==> src/rtl/core/iaf_pkg.sv <==
// Package for the ARMA filter: coefficient format, register indexes, widths
// and the control bundle between sequencer and multiply-accumulate unit.
// Depends on nothing.
`timescale 1ns / 1ps

package iaf_pkg;

	// Coefficient format: signed Q2.14.
	localparam int COEF_BITS    = 16;
	localparam int FRAC_BITS    = 14;

	// Configuration register file.
	localparam int NUM_REGS     = 8;
	localparam int REG_IDX_BITS = 3;
	localparam int CFG_IDX_BITS = 4;

	// Register indexes.
	localparam logic [REG_IDX_BITS-1:0] REG_FF_COEF_0 = 3'd0;
	localparam logic [REG_IDX_BITS-1:0] REG_FF_COEF_1 = 3'd1;
	localparam logic [REG_IDX_BITS-1:0] REG_FF_COEF_2 = 3'd2;
	localparam logic [REG_IDX_BITS-1:0] REG_FF_COEF_3 = 3'd3;
	localparam logic [REG_IDX_BITS-1:0] REG_FB_COEF_1 = 3'd4;
	localparam logic [REG_IDX_BITS-1:0] REG_FB_COEF_2 = 3'd5;
	localparam logic [REG_IDX_BITS-1:0] REG_FB_COEF_3 = 3'd6;
	localparam logic [REG_IDX_BITS-1:0] REG_FB_COEF_4 = 3'd7;

	// Reset value of the current-input coefficient (1.0 in Q2.14).
	localparam logic signed [COEF_BITS-1:0] FF0_RESET = 16'sd16384;

	// Tap structure.
	localparam int MAX_TAPS     = 4;
	localparam int TAP_IDX_BITS = 2;

	// Headroom of the accumulator over one product (eight terms plus rounding).
	localparam int GUARD_BITS   = 4;

	// Defaults of the top-level parameters.
	localparam int DEF_TAP_COUNT   = 4;
	localparam int DEF_SAMPLE_BITS = 16;

	// Control from the sequencer to the multiply-accumulate unit.
	typedef struct packed {
		logic clear;   // zero the accumulator and drop any pending product
		logic mul_en;  // form a product this cycle
		logic fb;      // the product is a feedback term and is subtracted
	} mac_ctl_t;

endpackage

==> src/rtl/core/iaf_if.sv <==
// Channel interfaces of the ARMA filter: sample input, filtered output and
// configuration write. Depends on iaf_pkg.
`timescale 1ns / 1ps

interface iaf_in_if #(
	parameter int SAMPLE_BITS = iaf_pkg::DEF_SAMPLE_BITS
);
	logic                          valid;
	logic                          ready;
	logic signed [SAMPLE_BITS-1:0] sample_in;

	modport source (output valid, output sample_in, input ready);
	modport sink   (input valid, input sample_in, output ready);
endinterface

interface iaf_out_if #(
	parameter int SAMPLE_BITS = iaf_pkg::DEF_SAMPLE_BITS
);
	logic                          valid;
	logic                          ready;
	logic signed [SAMPLE_BITS-1:0] sample_out;
	logic                          clipped;

	modport source (output valid, output sample_out, output clipped, input ready);
	modport sink   (input valid, input sample_out, input clipped, output ready);
endinterface

interface iaf_cfg_if;
	logic                                    valid;
	logic                                    ready;
	logic [iaf_pkg::CFG_IDX_BITS-1:0]        index;
	logic signed [iaf_pkg::COEF_BITS-1:0]    data;

	modport source (output valid, output index, output data, input ready);
	modport sink   (input valid, input index, input data, output ready);
endinterface

==> src/rtl/core/iaf_mac.sv <==
// Shared multiply-accumulate unit with rounding and saturation of the sum.
// Depends on iaf_pkg.
`timescale 1ns / 1ps

module iaf_mac #(
	parameter int SAMPLE_BITS = iaf_pkg::DEF_SAMPLE_BITS
) (
	input  logic                                 clk,
	input  logic                                 arst_n,
	input  iaf_pkg::mac_ctl_t                    ctl,
	input  logic signed [iaf_pkg::COEF_BITS-1:0] coef,
	input  logic signed [SAMPLE_BITS-1:0]        opnd,
	output logic signed [SAMPLE_BITS-1:0]        y,
	output logic                                 clip
);

	localparam int PW  = iaf_pkg::COEF_BITS + SAMPLE_BITS;
	localparam int AW  = PW + iaf_pkg::GUARD_BITS;
	localparam int YW  = AW - iaf_pkg::FRAC_BITS;

	localparam logic signed [AW-1:0] HALF  = AW'(1 << (iaf_pkg::FRAC_BITS - 1));
	localparam logic signed [YW-1:0] Y_MAX = YW'((1 << (SAMPLE_BITS - 1)) - 1);
	localparam logic signed [YW-1:0] Y_MIN = ~Y_MAX;

	logic signed [PW-1:0] prod_s1;
	logic                 pv_s1;
	logic                 fb_s1;
	logic signed [AW-1:0] acc_q;
	logic signed [AW-1:0] rnd_sum;
	logic signed [YW-1:0] y_wide;

	// Product stage: one multiplication per cycle, registered.
	always_ff @(posedge clk or negedge arst_n) begin
		if (!arst_n) begin
			pv_s1 <= 1'b0;
		end else if (ctl.clear) begin
			pv_s1 <= 1'b0;
		end else begin
			pv_s1 <= ctl.mul_en;
		end
	end

	always_ff @(posedge clk) begin
		if (ctl.mul_en) begin
			prod_s1 <= coef * opnd;
			fb_s1   <= ctl.fb;
		end
	end

	// Accumulator: feedforward terms add, feedback terms subtract.
	always_ff @(posedge clk or negedge arst_n) begin
		if (!arst_n) begin
			acc_q <= '0;
		end else if (ctl.clear) begin
			acc_q <= '0;
		end else if (pv_s1) begin
			if (fb_s1) begin
				acc_q <= acc_q - AW'(prod_s1);
			end else begin
				acc_q <= acc_q + AW'(prod_s1);
			end
		end
	end

	// Round half up, drop the fraction bits and saturate to the sample range.
	always_comb begin
		rnd_sum = acc_q + HALF;
		y_wide  = YW'(rnd_sum >>> iaf_pkg::FRAC_BITS);
		if (y_wide > Y_MAX) begin
			y    = Y_MAX[SAMPLE_BITS-1:0];
			clip = 1'b1;
		end else if (y_wide < Y_MIN) begin
			y    = Y_MIN[SAMPLE_BITS-1:0];
			clip = 1'b1;
		end else begin
			y    = y_wide[SAMPLE_BITS-1:0];
			clip = 1'b0;
		end
	end

endmodule

==> src/rtl/core/iir_arma_filter_top.sv <==
// Top level of the direct-form-1 ARMA filter: coefficient registers, sample
// histories and the sequencer that drives the shared multiply-accumulate unit.
// Depends on iaf_pkg, iaf_if and iaf_mac.
//
//  Channel   Direction  Payload                       Transfer when
//  smp_in    sink       sample_in                     valid && ready
//  smp_out   source     sample_out, clipped           valid && ready
//  cfg       sink       index, data                   valid && ready
//
// A sample is not taken until the previous one is done: after its transfer the
// sequencer forms one product per cycle through the single multiplier, drains the
// product register, rounds, and goes back to idle, where the next transfer lands.
// Reset clears the histories to zero and loads the coefficient reset values.
// The result waits in an output register, so a new sample is taken while it is
// stalled; the rounding step holds only if the previous result is still there.
// Configuration writes are always taken.
`timescale 1ns / 1ps

module iir_arma_filter_top #(
	parameter int TAP_COUNT   = iaf_pkg::DEF_TAP_COUNT,
	parameter int SAMPLE_BITS = iaf_pkg::DEF_SAMPLE_BITS
) (
	input  logic      clk,
	input  logic      arst_n,
	iaf_in_if.sink    smp_in,
	iaf_out_if.source smp_out,
	iaf_cfg_if.sink   cfg
);

	localparam logic [iaf_pkg::TAP_IDX_BITS-1:0] LAST_TAP =
		iaf_pkg::TAP_IDX_BITS'(TAP_COUNT - 1);

	typedef enum logic [3:0] {
		ST_IDLE = 4'b0001,
		ST_MAC  = 4'b0010,
		ST_FIN  = 4'b0100,
		ST_RND  = 4'b1000
	} state_t;

	state_t                                state_q;
	logic [iaf_pkg::TAP_IDX_BITS-1:0]      tap_q;
	logic                                  ph_q;
	logic signed [iaf_pkg::COEF_BITS-1:0]  coef_q [iaf_pkg::NUM_REGS];
	logic signed [SAMPLE_BITS-1:0]         xw_q [iaf_pkg::MAX_TAPS];
	logic signed [SAMPLE_BITS-1:0]         yh_q [iaf_pkg::MAX_TAPS];
	logic                                  out_valid_q;
	logic signed [SAMPLE_BITS-1:0]         sample_out_q;
	logic                                  clipped_q;

	iaf_pkg::mac_ctl_t                     ctl;
	logic signed [iaf_pkg::COEF_BITS-1:0]  coef_sel;
	logic signed [SAMPLE_BITS-1:0]         opnd_sel;
	logic signed [SAMPLE_BITS-1:0]         mac_y;
	logic                                  mac_clip;
	logic                                  in_xfer;
	logic                                  out_free;
	logic                                  done;

	assign smp_in.ready = (state_q == ST_IDLE);
	assign in_xfer      = smp_in.valid && smp_in.ready;
	assign out_free     = !out_valid_q || smp_out.ready;
	assign done         = (state_q == ST_RND) && out_free;

	assign cfg.ready    = 1'b1;

	assign smp_out.valid      = out_valid_q;
	assign smp_out.sample_out = sample_out_q;
	assign smp_out.clipped    = clipped_q;

	// Coefficient registers; indexes past the register file are ignored.
	always_ff @(posedge clk or negedge arst_n) begin
		if (!arst_n) begin
			for (int i = 0; i < iaf_pkg::NUM_REGS; i++) begin
				coef_q[i] <= (i == int'(iaf_pkg::REG_FF_COEF_0)) ?
					iaf_pkg::FF0_RESET : '0;
			end
		end else if (cfg.valid && cfg.ready &&
				cfg.index < iaf_pkg::CFG_IDX_BITS'(iaf_pkg::NUM_REGS)) begin
			coef_q[cfg.index[iaf_pkg::REG_IDX_BITS-1:0]] <= cfg.data;
		end
	end

	// Sequencer: one term per cycle, feedforward and feedback interleaved.
	always_ff @(posedge clk or negedge arst_n) begin
		if (!arst_n) begin
			state_q <= ST_IDLE;
			tap_q   <= '0;
			ph_q    <= 1'b0;
		end else begin
			case (state_q)
				ST_IDLE: begin
					if (in_xfer) begin
						state_q <= ST_MAC;
						tap_q   <= '0;
						ph_q    <= 1'b0;
					end
				end
				ST_MAC: begin
					ph_q <= !ph_q;
					if (ph_q) begin
						tap_q <= tap_q + 1'b1;
						if (tap_q == LAST_TAP) begin
							state_q <= ST_FIN;
						end
					end
				end
				ST_FIN: begin
					state_q <= ST_RND;
				end
				ST_RND: begin
					if (out_free) begin
						state_q <= ST_IDLE;
					end
				end
				default: begin
					state_q <= ST_IDLE;
				end
			endcase
		end
	end

	// Operand selection for the shared unit.
	always_comb begin
		coef_sel   = coef_q[{ph_q, tap_q}];
		opnd_sel   = ph_q ? yh_q[tap_q] : xw_q[tap_q];
		ctl.clear  = in_xfer;
		ctl.mul_en = (state_q == ST_MAC);
		ctl.fb     = ph_q;
	end

	iaf_mac #(
		.SAMPLE_BITS(SAMPLE_BITS)
	) u_mac (
		.clk    (clk),
		.arst_n (arst_n),
		.ctl    (ctl),
		.coef   (coef_sel),
		.opnd   (opnd_sel),
		.y      (mac_y),
		.clip   (mac_clip)
	);

	// Sample histories: entry zero of the input line holds the current sample.
	always_ff @(posedge clk or negedge arst_n) begin
		if (!arst_n) begin
			for (int i = 0; i < iaf_pkg::MAX_TAPS; i++) begin
				xw_q[i] <= '0;
				yh_q[i] <= '0;
			end
		end else begin
			if (in_xfer) begin
				xw_q[0] <= smp_in.sample_in;
			end
			if (done) begin
				for (int i = 1; i < iaf_pkg::MAX_TAPS; i++) begin
					xw_q[i] <= xw_q[i-1];
					yh_q[i] <= yh_q[i-1];
				end
				yh_q[0] <= mac_y;
			end
		end
	end

	// Output register.
	always_ff @(posedge clk or negedge arst_n) begin
		if (!arst_n) begin
			out_valid_q <= 1'b0;
		end else if (done) begin
			out_valid_q <= 1'b1;
		end else if (smp_out.ready) begin
			out_valid_q <= 1'b0;
		end
	end

	always_ff @(posedge clk) begin
		if (done) begin
			sample_out_q <= mac_y;
			clipped_q    <= mac_clip;
		end
	end

endmodule

==> src/flat_wrapper.sv <==
// flat-port wrapper written by rule: the top's interface ports become plain ports
module iir_arma_filter_top_flat 
#(
	parameter int TAP_COUNT   = iaf_pkg::DEF_TAP_COUNT,
	parameter int SAMPLE_BITS = iaf_pkg::DEF_SAMPLE_BITS
)
  (clk, arst_n, smp_in_valid, smp_in_sample_in, smp_in_ready, smp_out_valid, smp_out_sample_out, smp_out_clipped, smp_out_ready, cfg_valid, cfg_index, cfg_data, cfg_ready);
  iaf_in_if #(.SAMPLE_BITS(SAMPLE_BITS)) smp_in_i ();
  iaf_out_if #(.SAMPLE_BITS(SAMPLE_BITS)) smp_out_i ();
  iaf_cfg_if cfg_i ();
  input  logic clk;
  input  logic arst_n;
  input wire logic [$bits(smp_in_i.valid)-1:0] smp_in_valid;
  input wire logic [$bits(smp_in_i.sample_in)-1:0] smp_in_sample_in;
  output wire logic [$bits(smp_in_i.ready)-1:0] smp_in_ready;
  output wire logic [$bits(smp_out_i.valid)-1:0] smp_out_valid;
  output wire logic [$bits(smp_out_i.sample_out)-1:0] smp_out_sample_out;
  output wire logic [$bits(smp_out_i.clipped)-1:0] smp_out_clipped;
  input wire logic [$bits(smp_out_i.ready)-1:0] smp_out_ready;
  input wire logic [$bits(cfg_i.valid)-1:0] cfg_valid;
  input wire logic [$bits(cfg_i.index)-1:0] cfg_index;
  input wire logic [$bits(cfg_i.data)-1:0] cfg_data;
  output wire logic [$bits(cfg_i.ready)-1:0] cfg_ready;
  assign smp_in_i.valid = smp_in_valid;
  assign smp_in_i.sample_in = smp_in_sample_in;
  assign smp_in_ready = smp_in_i.ready;
  assign smp_out_valid = smp_out_i.valid;
  assign smp_out_sample_out = smp_out_i.sample_out;
  assign smp_out_clipped = smp_out_i.clipped;
  assign smp_out_i.ready = smp_out_ready;
  assign cfg_i.valid = cfg_valid;
  assign cfg_i.index = cfg_index;
  assign cfg_i.data = cfg_data;
  assign cfg_ready = cfg_i.ready;
  iir_arma_filter_top #(.TAP_COUNT(TAP_COUNT), .SAMPLE_BITS(SAMPLE_BITS)) u_core (.clk(clk), .arst_n(arst_n), .smp_in(smp_in_i), .smp_out(smp_out_i), .cfg(cfg_i));
endmodule
==> config.mk <==
export PLATFORM = sky130hd
export DESIGN_NAME = iir_arma_filter_top_flat
export DESIGN_NICKNAME = d
export VERILOG_FILES = /design/src/rtl/core/iaf_pkg.sv /design/src/rtl/core/iaf_if.sv /design/src/rtl/core/iaf_mac.sv /design/src/rtl/core/iir_arma_filter_top.sv /design/src/flat_wrapper.sv
export SDC_FILE = /design/constraint.sdc
export NUM_CORES = 1
export LEC_CHECK = 0
export BUFFER_PORTS_ARGS = -buffer_cell sky130_fd_sc_hd__buf_2
export CAP_MARGIN = 10
export CORE_MARGIN = 2
export CORE_UTILIZATION = 60
export DETAILED_ROUTE_END_ITERATION = 7
export HOLD_SLACK_MARGIN = 0.1
export PLACE_DENSITY = 0.86
export RECOVER_POWER = 50
export SYNTH_ARGS = -nofsm -noshare
export SYNTH_HDL_FRONTEND = slang
export SYNTH_HIERARCHICAL = 1
export SYNTH_SLANG_ARGS = --single-unit
==> constraint.sdc <==
create_clock -name clk -period 10.1 [get_ports clk]
set_clock_uncertainty 0.2 [all_clocks]
set_input_delay 0.505 -clock clk [delete_from_list [all_inputs] [get_ports clk]]
set_output_delay 0.505 -clock clk [all_outputs]
set_load 0.02 [all_outputs]
==> qor.txt, run 1 <==
antenna violations before repair = 1
Hold Vio Cnt, Final = 0
Hold Crit Start = cfg_data[7]
YS warnings = 6
CTS resizes = 0
routed wire length = 67.5 mm
core area = 0.0463 mm²
H-tree Lvls = 2
largest net degree at the start of global routing = 189
Cells after Synth = 2,464
Distinct cells, synth = 79
crit path max-delay cell type = dfrtp_4
via count = 19,100
worst slew pin tran = 6260 ps
diode count = 0
Synth top area share = 26.7%
Crit path buffers/inverters = 5
RePlAce Congestion = 0.929
Clock Sinks = 351
Worst Reg-to-Reg Cells = 24
final setup fails = 0
CP Launch Type = register
Skew-Pair Late Insertion Delay = 580 ps
Peak Freq = 116 MHz
Hold/Removal Path Class = primary input to register
Final #Nets = 2,931
Die X = 220 µm
FF-to-FF End = u_core/u_mac/prod_s1[30]$_DFFE_PP_
Post-DP HPWL = 46.1 mm
layout cells sized above 1 = 18.2%
Worst R2R Setup Slack = 1450 ps
synth top area cells = dfrtp_1 (27%), fa_1 (19%), mux2_2 (11%), edfxtp_1 (5.4%), ha_1 (5.4%)
wire per inst = 21.5 µm
RSZ-0062 raised after global routing = no
first-pass GRT wire length = 108 mm
CP top delay family = adder cells
Layout Area Growth over Synthesis = 7.41%
fin crit share = 85.7%
most common cell after layout, fill and taps aside = inv_1
worst r2r src = u_core/tap_q[0]$_DFFE_PN0P_
die area = 0.0484 mm²
cts bufs inserted = 36
Mapped Area = 0.0280 mm²
CP Max Fanout = 34
Synth Register Bits = 351
DR pass1 iterations = 6
Initial Util = 60.5%
clock period minus worst slack = 8650 ps
Initial DRC Count = 1,660
ys async rst share = 85.8%
CP Cell Sequence = buf_12, mux4_2, mux2_2, and2_1, fa_1, inv_1, fa_1, fa_1, inv_1, fa_1, fa_1, inv_1, fa_1, inv_1, ha_1, a21oi_1, a21oi_1, a211oi_1, o211ai_1, nor4_1, nor3_1, a211oi_1, a21oi_1, xnor2_1
Synthesized Nets = 2,888
CP max stage delay = 760 ps
gr usage total = 28.7%
max-slew violation count = 299
max_slew headroom = -317%
clock root buffer master = clkbuf_16
outcome = complete, but fails checks
most used cell, CP = fa_1
Post-Syn Area per Cell = 11.4 µm²
CP Capture Type = register
PortBufs = 59
Critical Path AT = 8760 ps
Setup Crit Path Kind = register to register
commonest non-fill, non-tap cells in the layout = inv_1 (358), dfrtp_1 (296), mux2_2 (274)
Main synth FF type = dfrtp_1
sequential element share of the synthesized area = 32.3%
largest area contributor in the netlist = dfrtp_1
GRT Residual Overflow = 0
vias in the first global route = 20,600
Final ANT Viol Nets = 0
I/O Pins = 61
failing checks = max-capacitance violations, max-slew violations
Residual DRC = 0
DR vias/cell = 6.08
setup TNS = 0 ps
EDFF count, synth = 50
Die H = 220 µm
Critical Path RT = 10,200 ps
WHS Path Cells = 2
Worst Hold End = u_core/coef_q[87]$_DFFE_PN0P_
Clock Path Buffers = 3
Max-Cap Viols = 7
CTS tree = built
clock-pin slew on the worst setup and hold paths = 70 ps
num rows = 79
[Yosys cell counts (all sizes together), types with 17 or more instances]
| cell type | number |
|---|---|
| edfxtp | 50 |
| a21o | 24 |
| nand3 | 24 |
| xor2 | 26 |
| inv | 358 |
| mux2 | 293 |
| and2 | 134 |
| ha | 120 |
| o21ai | 53 |
| mux2i | 17 |
| nand2b | 19 |
| clkbuf | 52 |
| buf | 47 |
| a21oi | 79 |
| xnor2 | 77 |
| mux4 | 64 |
| dfrtp | 299 |
| nand2 | 165 |
| fa | 263 |
| nor2 | 101 |
| nor3 | 20 |
| and3 | 18 |
[final cells by class]
cell class	instances	area, µm²
Multi-Input combinational cell	1655	16900
Fill cell	3228	16200
Sequential cell	351	9040
Inverter	359	1350
Clock buffer	50	1020
Tap cell	607	759
Timing Repair Buffer	104	696
Clock inverter	15	250
[per-stage QoR]
step	hold WS [ps]	setup slack, ps	area, µm²	cells	util [%]
2_1_floorplan	9.41	2500	28000	2464	-
3_3_place_gp	273	1820	28600	3044	61.9
3_5_place_dp	288	1610	28600	3044	61.9
4_1_cts	106	1560	30200	3141	65.3
5_1_grt	146	854	30100	3141	65.0
6_report	130	1450	30100	3141	65.0
[how the worst max path moves through the flow]
stage | from | endpoint | slack [ps] | cells after the start
2_1_floorplan | u_core/tap_q[0]$_DFFE_PN0P_ | u_core/u_mac/prod_s1[30]$_DFFE_PP_ | 2500 | 26
3_3_place_gp | u_core/tap_q[0]$_DFFE_PN0P_ | u_core/u_mac/prod_s1[31]$_DFFE_PP_ | 1820 | 25
3_5_place_dp | u_core/tap_q[0]$_DFFE_PN0P_ | u_core/u_mac/prod_s1[30]$_DFFE_PP_ | 1610 | 24
4_1_cts | u_core/tap_q[0]$_DFFE_PN0P_ | u_core/u_mac/prod_s1[30]$_DFFE_PP_ | 1560 | 24
5_1_grt | arst_n | u_core/tap_q[0]$_DFFE_PN0P_ | 850 | 2
6_report | u_core/tap_q[0]$_DFFE_PN0P_ | u_core/u_mac/prod_s1[30]$_DFFE_PP_ | 1450 | 24
[cells by family after synthesis]
group	count (synthesis)	synth area share [%]
buffers and inverters	458	6.83
AOI/OAI and AO/OA	242	5.42
xor gates and xnor gates	103	3.22
and+or+nand+nor	552	10.5
adders and majority gates	383	24.2
DFF	351	32.3
muxes	374	17.6
other	1	0.0134
[registers in the layout (all words and copies together) (netlist names)]
name,count
u_core/coef_q,128
u_core/xw_q,64
u_core/yh_q,64
u_core/u_mac/acc_q,36
u_core/u_mac/prod_s1,32
u_core/smp_out.sample_out,16
u_core/state_q,4
u_core/tap_q,2
u_core/ph_q,1
u_core/smp_out.clipped,1
u_core/smp_out.valid,1
u_core/u_mac/fb_s1,1
u_core/u_mac/pv_s1,1
[routing by layer]
metal  GRT usage (%)  vias to the layer above  wire [µm]
met2            49.3                      882      33900
met3            5.16                      225       4740
met1            35.9                     9720      26300
li1                -                     8284          -
met5               0                        -          0
met4            11.8                        0       2660
[repair_timing]
| action | CTS | global route |
|---|---|---|
| hold buffers | 32 | 0 |
| endpoints found under the setup margin | 0 | 0 |
| hold endpoints to repair | 223 | 0 |
| setup buffers | 0 | 0 |
[worst register-to-register path, stage by stage (launching register included)]
cell and delay [ps]:
dfrtp_4 760, buf_12 350, mux4_2 570, mux2_2 450, and2_1 260, fa_1 540
inv_1 60, fa_1 510, fa_1 530, inv_1 70, fa_1 530, fa_1 580
inv_1 60, fa_1 520, inv_1 40, ha_1 390, a21oi_1 220, a21oi_1 100
a211oi_1 430, o211ai_1 260, nor4_1 210, nor3_1 110, a211oi_1 360, a21oi_1 160
xnor2_1 140
Power of run 1 is left out: the tool's default activity adds up to more than one toggle a clock period on the data nets, which glitch-free logic cannot reach.
==> inputs of run 2 (changes only) <==
--- a/config.mk
+++ b/config.mk
@@ -7,12 +7,15 @@
 export LEC_CHECK = 0
 export BUFFER_PORTS_ARGS = -buffer_cell sky130_fd_sc_hd__buf_2
 export CAP_MARGIN = 10
+export CELL_PAD_IN_SITES_DETAIL_PLACEMENT = 1
+export CELL_PAD_IN_SITES_GLOBAL_PLACEMENT = 2
 export CORE_MARGIN = 2
-export CORE_UTILIZATION = 60
+export CORE_UTILIZATION = 44
 export DETAILED_ROUTE_END_ITERATION = 7
 export HOLD_SLACK_MARGIN = 0.1
-export PLACE_DENSITY = 0.86
+export PLACE_DENSITY = 0.9
 export RECOVER_POWER = 50
+export SKIP_LAST_GASP = 1
 export SYNTH_ARGS = -nofsm -noshare
 export SYNTH_HDL_FRONTEND = slang
 export SYNTH_HIERARCHICAL = 1
==> run 2 against run 1 <==
The run still ends with max-capacitance violations, max-slew violations left; largest cell class unchanged; routed wire length rose by 18%; setup slack got worse by 160 ps; utilization is 17 points lower; sequential share of layout area decreased by 0.37 points; final area rose by 1.3%; worst hold slack worse by 6.4 ps.
==> qor.txt, run 2 (synthesized netlist as in run 1, its figures left out) <==
clock-pin slew on the worst setup and hold paths = 60 ps (was 70 ps)
Post-DP HPWL = 55.0 mm (was 46.1 mm)
Largest regs = u_core/coef_q (128), u_core/xw_q (64), u_core/yh_q (64) (unchanged)
layout cells sized above 1 = 17.4% (was 18.2%)
antenna violations before repair = 3 (was 1)
Final #Nets = 2,932 (was 2,931)
CP Max Fanout = 37 (was 34)
max_slew headroom = -359% (was -317%)
Critical Path RT = 10,190 ps (was 10,200 ps)
RSZ-0062 raised after global routing = no (unchanged)
largest net degree at the start of global routing = 181 (was 189)
Final Cell Area = 0.0304 mm² (was 0.0301 mm²)
Residual DRC = 0 (unchanged)
Critical Path AT = 8910 ps (was 8760 ps)
clock period minus worst slack = 8820 ps (was 8650 ps)
gr usage total = 24.6% (was 28.7%)
M3 GR Usage = 4.18% (was 5.16%)
setup TNS = 0 ps (unchanged)
max FFs per register = 128 (unchanged)
H-tree Lvls = 2 (unchanged)
Fillers = 6,721 (was 3,228)
via count = 19,000 (was 19,100)
area taken by flip-flops and latches = 0.00904 mm² (unchanged)
hold buffer count at CTS = 32 (unchanged)
CP Capture Type = register (unchanged)
M2 GR Usage = 43.5% (was 49.3%)
Final ANT Viol Nets = 0 (unchanged)
GR peak layer = met2 (unchanged)
Layout Area Growth over Synthesis = 8.77% (was 7.41%)
CP Launch Type = register (unchanged)
Die H = 256 µm (was 220 µm)
Peak Freq = 113 MHz (was 116 MHz)
final setup fails = 0 (unchanged)
PortBufs = 59 (unchanged)
wire per inst = 23.6 µm (was 21.5 µm)
I/O Pins = 61 (unchanged)
fin crit share = 87.3% (was 85.7%)
GRT Residual Overflow = 0 (unchanged)
Hold Vio Cnt, Final = 0 (unchanged)
clock root buffer master = clkbuf_16 (unchanged)
die area = 0.0656 mm² (was 0.0484 mm²)
most used cell, CP = fa_1 (unchanged)
num rows = 92 (was 79)
commonest non-fill, non-tap cells in the layout = inv_1 (358), dfrtp_1 (296), fa_1 (263) (was inv_1 (358), dfrtp_1 (296), mux2_2 (274))
CTS resizes = 0 (unchanged)
CTS tree = built (unchanged)
Initial Util = 44.4% (was 60.5%)
M1 GR Usage = 30.5% (was 35.9%)
Worst R2R Setup Slack = 1280 ps (was 1450 ps)
CP max stage delay = 940 ps (was 760 ps)
area of the multi-input gates = 0.0169 mm² (unchanged)
first-pass GRT wire length = 126 mm (was 108 mm)
max-slew violation count = 326 (was 299)
DR vias/cell = 5.60 (was 6.08)
post-CTS setup buffer count = 0 (unchanged)
core area = 0.0630 mm² (was 0.0463 mm²)
most common cell after layout, fill and taps aside = inv_1 (unchanged)
outcome = complete, but fails checks (unchanged)
failing checks = max-capacitance violations, max-slew violations (unchanged)
Clock Sinks = 351 (unchanged)
vias in the first global route = 21,700 (was 20,600)
worst slew pin tran = 6890 ps (was 6260 ps)
crit path max-delay cell type = dfrtp_4 (unchanged)
cts bufs inserted = 39 (was 36)
Max-Cap Viols = 7 (unchanged)
routed wire length = 79.8 mm (was 67.5 mm)
largest register by flop count = u_core/coef_q (unchanged)
Hold/Removal Path Class = primary input to register (unchanged)
DR pass1 iterations = 5 (was 6)
Skew-Pair Late Insertion Delay = 580 ps (about the same)
Die X = 256 µm (was 220 µm)
Clock Path Buffers = 3 (unchanged)
RePlAce Congestion = 0.852 (was 0.929)
Setup Crit Path Kind = register to register (unchanged)
Post-Place Cell Area = 0.0289 mm² (was 0.0286 mm²)
Initial DRC Count = 1,056 (was 1,660)
[run 2: per-stage QoR]
step / std cells / hold WS (ps) / util [%] / worst slack [ps]
2_1_floorplan: 2464 / 9.41 / - / 2500
3_3_place_gp: 3281 / 270 / 45.9 / 1490
3_5_place_dp: 3281 / 282 / 45.9 / 1350
4_1_cts: 3384 / 111 / 48.6 / 1230
5_1_grt: 3385 / 133 / 48.3 / 777
6_report: 3385 / 123 / 48.3 / 1280
[run 2: layout make-up]
class	count	area share, %
multi-input combinational	1655	55.6
sequential	351	29.7
inverter	359	4.43
clock buffer	55	3.57
tap	846	3.48
timing repair buffer	102	2.29
clock inverter	16	0.863
antenna	1	0.00822
[run 2: routing by layer]
metal  wire, µm  vias up
met5         11        -
met4       2470        2
met3       3870      137
met2      40800      490
met1      32600    10100
li1           -     8277
[run 2: final timing paths]
check | start | end | cells past startpoint
max | u_core/tap_q[0]$_DFFE_PN0P_ | u_core/u_mac/prod_s1[31]$_DFFE_PP_ | 25
min | cfg_data[1] | u_core/coef_q[1]$_DFFE_PN0P_ | 2
max reg2reg | u_core/tap_q[0]$_DFFE_PN0P_ | u_core/u_mac/prod_s1[31]$_DFFE_PP_ | 25
min reg2reg | u_core/coef_q[50]$_DFFE_PN0P_ | u_core/coef_q[50]$_DFFE_PN0P_ | 1
max in group asynchronous | arst_n | u_core/u_mac/pv_s1$_DFF_PN0_ | 2
min in group asynchronous | arst_n | u_core/u_mac/acc_q[35]$_DFFE_PN0P_ | 2
[run 2: worst max-delay path, delay by kind of cell (launching register included)]
| kind | cells | cell delay (ps) |
|---|---|---|
| fa+ha+maj | 7 | 3640 |
| compound gates | 6 | 1130 |
| mux | 2 | 980 |
| flops | 1 | 940 |
| buf+inv | 6 | 770 |
| simple gates | 3 | 760 |
| xor+xnor | 1 | 90 |
Power of run 2 is left out for the same reason.
==> inputs of run 3 (changes only) <==
--- a/config.mk
+++ b/config.mk
@@ -10,10 +10,10 @@
 export CELL_PAD_IN_SITES_DETAIL_PLACEMENT = 1
 export CELL_PAD_IN_SITES_GLOBAL_PLACEMENT = 2
 export CORE_MARGIN = 2
-export CORE_UTILIZATION = 44
+export CORE_UTILIZATION = 48
 export DETAILED_ROUTE_END_ITERATION = 7
 export HOLD_SLACK_MARGIN = 0.1
-export PLACE_DENSITY = 0.9
+export PLACE_DENSITY = 0.95
 export RECOVER_POWER = 50
 export SKIP_LAST_GASP = 1
 export SYNTH_ARGS = -nofsm -noshare
==> constraint.sdc (replaced) <==
create_clock -name clk -period 10.9 [get_ports clk]
set_clock_uncertainty 0.2 [all_clocks]
set_input_delay 0.545 -clock clk [delete_from_list [all_inputs] [get_ports clk]]
set_output_delay 0.545 -clock clk [all_outputs]
set_load 0.02 [all_outputs]
==> run 3 against run 2 <==
The run still ends with max-capacitance violations, max-slew violations left; sequential share of layout area increased by 0.22 points; setup slack improved by 570 ps; critical path depth unchanged; register-to-register slack improved by 570 ps; final area decreased by 0.74%; maximum frequency decreased by 2.6%; routed wire length increased by 5.1%; worst hold slack improved by 4.2 ps; sequential cell count unchanged; global-route usage increased by 3.8 points; utilization increased by 4.0 points; first-iteration DRC count increased by 18%.
==> qor.txt, run 3 (synthesized netlist as in run 1, its figures left out) <==
outcome = complete, but fails checks (unchanged)
failing checks = max-capacitance violations, max-slew violations (unchanged)
Setup Crit Path Kind = register to register (unchanged)
wire per inst = 25.5 µm (was 23.6 µm)
fin crit share = 83.1% (was 87.3%)
Worst R2R Setup Slack = 1850 ps (was 1280 ps)
Skew-Pair Late Insertion Delay = 580 ps (about the same)
clock root buffer master = clkbuf_16 (unchanged)
CP Max Fanout = 34 (was 37)
setup TNS = 0 ps (unchanged)
I/O Pins = 61 (unchanged)
commonest non-fill, non-tap cells in the layout = inv_1 (358), dfrtp_1 (296), fa_1 (263) (unchanged)
max_slew headroom = -365% (was -359%)
Initial Util = 48.5% (was 44.4%)
Critical Path AT = 9160 ps (was 8910 ps)
final setup fails = 0 (unchanged)
Post-DP HPWL = 55.7 mm (was 55.0 mm)
Clock Sinks = 351 (unchanged)
gr usage total = 28.4% (was 24.6%)
worst r2r src = u_core/tap_q[1]$_DFFE_PN0P_ (was u_core/tap_q[0]$_DFFE_PN0P_)
via count = 19,400 (was 19,000)
largest net degree at the start of global routing = 180 (was 181)
DR vias/cell = 5.88 (was 5.60)
Residual DRC = 0 (unchanged)
Layout Area Growth over Synthesis = 7.96% (was 8.77%)
Largest regs = u_core/coef_q (128), u_core/xw_q (64), u_core/yh_q (64) (unchanged)
Fillers = 6,065 (was 6,721)
Hold/Removal Path Class = primary input to register (unchanged)
DR pass1 iterations = 5 (unchanged)
Hold Vio Cnt, Final = 0 (unchanged)
Final ANT Viol Nets = 0 (unchanged)
Critical Path RT = 11,000 ps (was 10,190 ps)
post-CTS setup buffer count = 0 (unchanged)
area of the multi-input gates = 0.0169 mm² (unchanged)
first-pass GRT wire length = 132 mm (was 126 mm)
clock-pin slew on the worst setup and hold paths = 70 ps (was 60 ps)
Critical Path End = u_core/u_mac/prod_s1[30]$_DFFE_PP_ (was u_core/u_mac/prod_s1[31]$_DFFE_PP_)
Peak Freq = 110 MHz (was 113 MHz)
routed wire length = 83.9 mm (was 79.8 mm)
clock period minus worst slack = 9050 ps (was 8820 ps)
CTS tree = built (unchanged)
RSZ-0062 raised after global routing = no (unchanged)
Die X = 245 µm (was 256 µm)
FF-to-FF End = u_core/u_mac/prod_s1[30]$_DFFE_PP_ (was u_core/u_mac/prod_s1[31]$_DFFE_PP_)
layout cells sized above 1 = 17.8% (was 17.4%)
Max-Cap Viols = 7 (unchanged)
core area = 0.0577 mm² (was 0.0630 mm²)
CP Capture Type = register (unchanged)
vias in the first global route = 22,300 (was 21,700)
most common cell after layout, fill and taps aside = inv_1 (unchanged)
worst slew pin tran = 6970 ps (was 6890 ps)
area taken by flip-flops and latches = 0.00904 mm² (unchanged)
largest register by flop count = u_core/coef_q (unchanged)
max-slew violation count = 351 (was 326)
PortBufs = 59 (unchanged)
Worst Setup SP = u_core/tap_q[1]$_DFFE_PN0P_ (was u_core/tap_q[0]$_DFFE_PN0P_)
GRT Residual Overflow = 0 (unchanged)
Worst Reg-to-Reg Cells = 25 (unchanged)
Die H = 245 µm (was 256 µm)
num rows = 88 (was 92)
die area = 0.0602 mm² (was 0.0656 mm²)
Clock Path Buffers = 3 (unchanged)
Initial DRC Count = 1,250 (was 1,056)
antenna violations before repair = 3 (unchanged)
H-tree Lvls = 2 (unchanged)
Final #Nets = 2,918 (was 2,932)
cts bufs inserted = 39 (unchanged)
max FFs per register = 128 (unchanged)
RePlAce Congestion = 0.886 (was 0.852)
CP Launch Type = register (unchanged)
[run 3: changes by cell type in the layout (fill, tap and decap cells not counted), sizes merged]
| cell | before | now |
|---|---|---|
| buf | 46 | 45 |
| clkbuf | 79 | 80 |
| clkinv | 9 | 8 |
| clkinvlp | 1 | 2 |
| diode | 1 | 3 |
| dlygate4sd3 | 32 | 18 |
[run 3: metal layers]
layer / vias up / global-route usage (%) / share of wire (%)
li1: 8256 / - / -
met1: 10200 / 34.2 / 40
met2: 667 / 50.1 / 51
met3: 225 / 4.55 / 5.2
met4: 0 / 13.0 / 4.5
met5: - / 0 / 0
[run 3: metrics by stage]
| stage | std cells | util (%) | instance area, µm² | setup slack [ps] | hold slack [ps] |
|---|---|---|---|---|---|
| 3_3_place_gp | 3200 | 49.9 | 28800 | 2380 | 268 |
| 2_1_floorplan | 2464 | - | 28000 | 3300 | 49.4 |
| 3_5_place_dp | 3200 | 49.9 | 28800 | 2170 | 274 |
| 4_1_cts | 3289 | 52.6 | 30400 | 1990 | 114 |
| 5_1_grt | 3290 | 52.3 | 30200 | 1520 | 123 |
| 6_report | 3292 | 52.4 | 30200 | 1850 | 127 |
[run 3: worst max-delay path: stages (launching register included)]
cell	delay (ps)
dfrtp_2	1010
buf_4	590
mux4_2	390
mux2_2	440
nand2_1	200
inv_1	130
fa_1	570
inv_1	160
fa_1	600
inv_1	90
fa_1	540
fa_1	450
fa_1	560
inv_1	60
fa_1	530
inv_1	50
ha_1	380
and3_1	250
and3_1	200
o2111ai_1	90
o211ai_1	210
nor4_1	210
nor3_1	120
a211oi_1	400
a21oi_1	150
xnor2_1	160
[run 3: timing repair]
item	CTS	global route
hold buffers	18	0
hold endpoints to repair	139	0
resized for setup	0	0
[run 3: area by class of cell]
cell class,count,area share (%)
timing repair buffer,88,1.76
antenna,3,0.0249
inverter,359,4.46
clock inverter,16,0.853
sequential,351,29.9
tap,765,3.17
clock buffer,55,3.73
multi-input combinational,1655,56.1
[run 3: how the worst min path moves through the flow]
stage                                        from                              to  slack [ps]  cells past startpoint
finish                                cfg_data[1]   u_core/coef_q[33]$_DFFE_PN0P_         130                      2
global route                          cfg_data[3]   u_core/coef_q[67]$_DFFE_PN0P_         120                      2
CTS                                   cfg_data[3]  u_core/coef_q[115]$_DFFE_PN0P_         110                      2
detailed placement  u_core/coef_q[21]$_DFFE_PN0P_   u_core/coef_q[21]$_DFFE_PN0P_         270                      1
global placement    u_core/coef_q[51]$_DFFE_PN0P_   u_core/coef_q[51]$_DFFE_PN0P_         270                      1
floorplan                                  arst_n    u_core/coef_q[0]$_DFFE_PN0P_          50                      0
Power of run 3 is left out for the same reason.
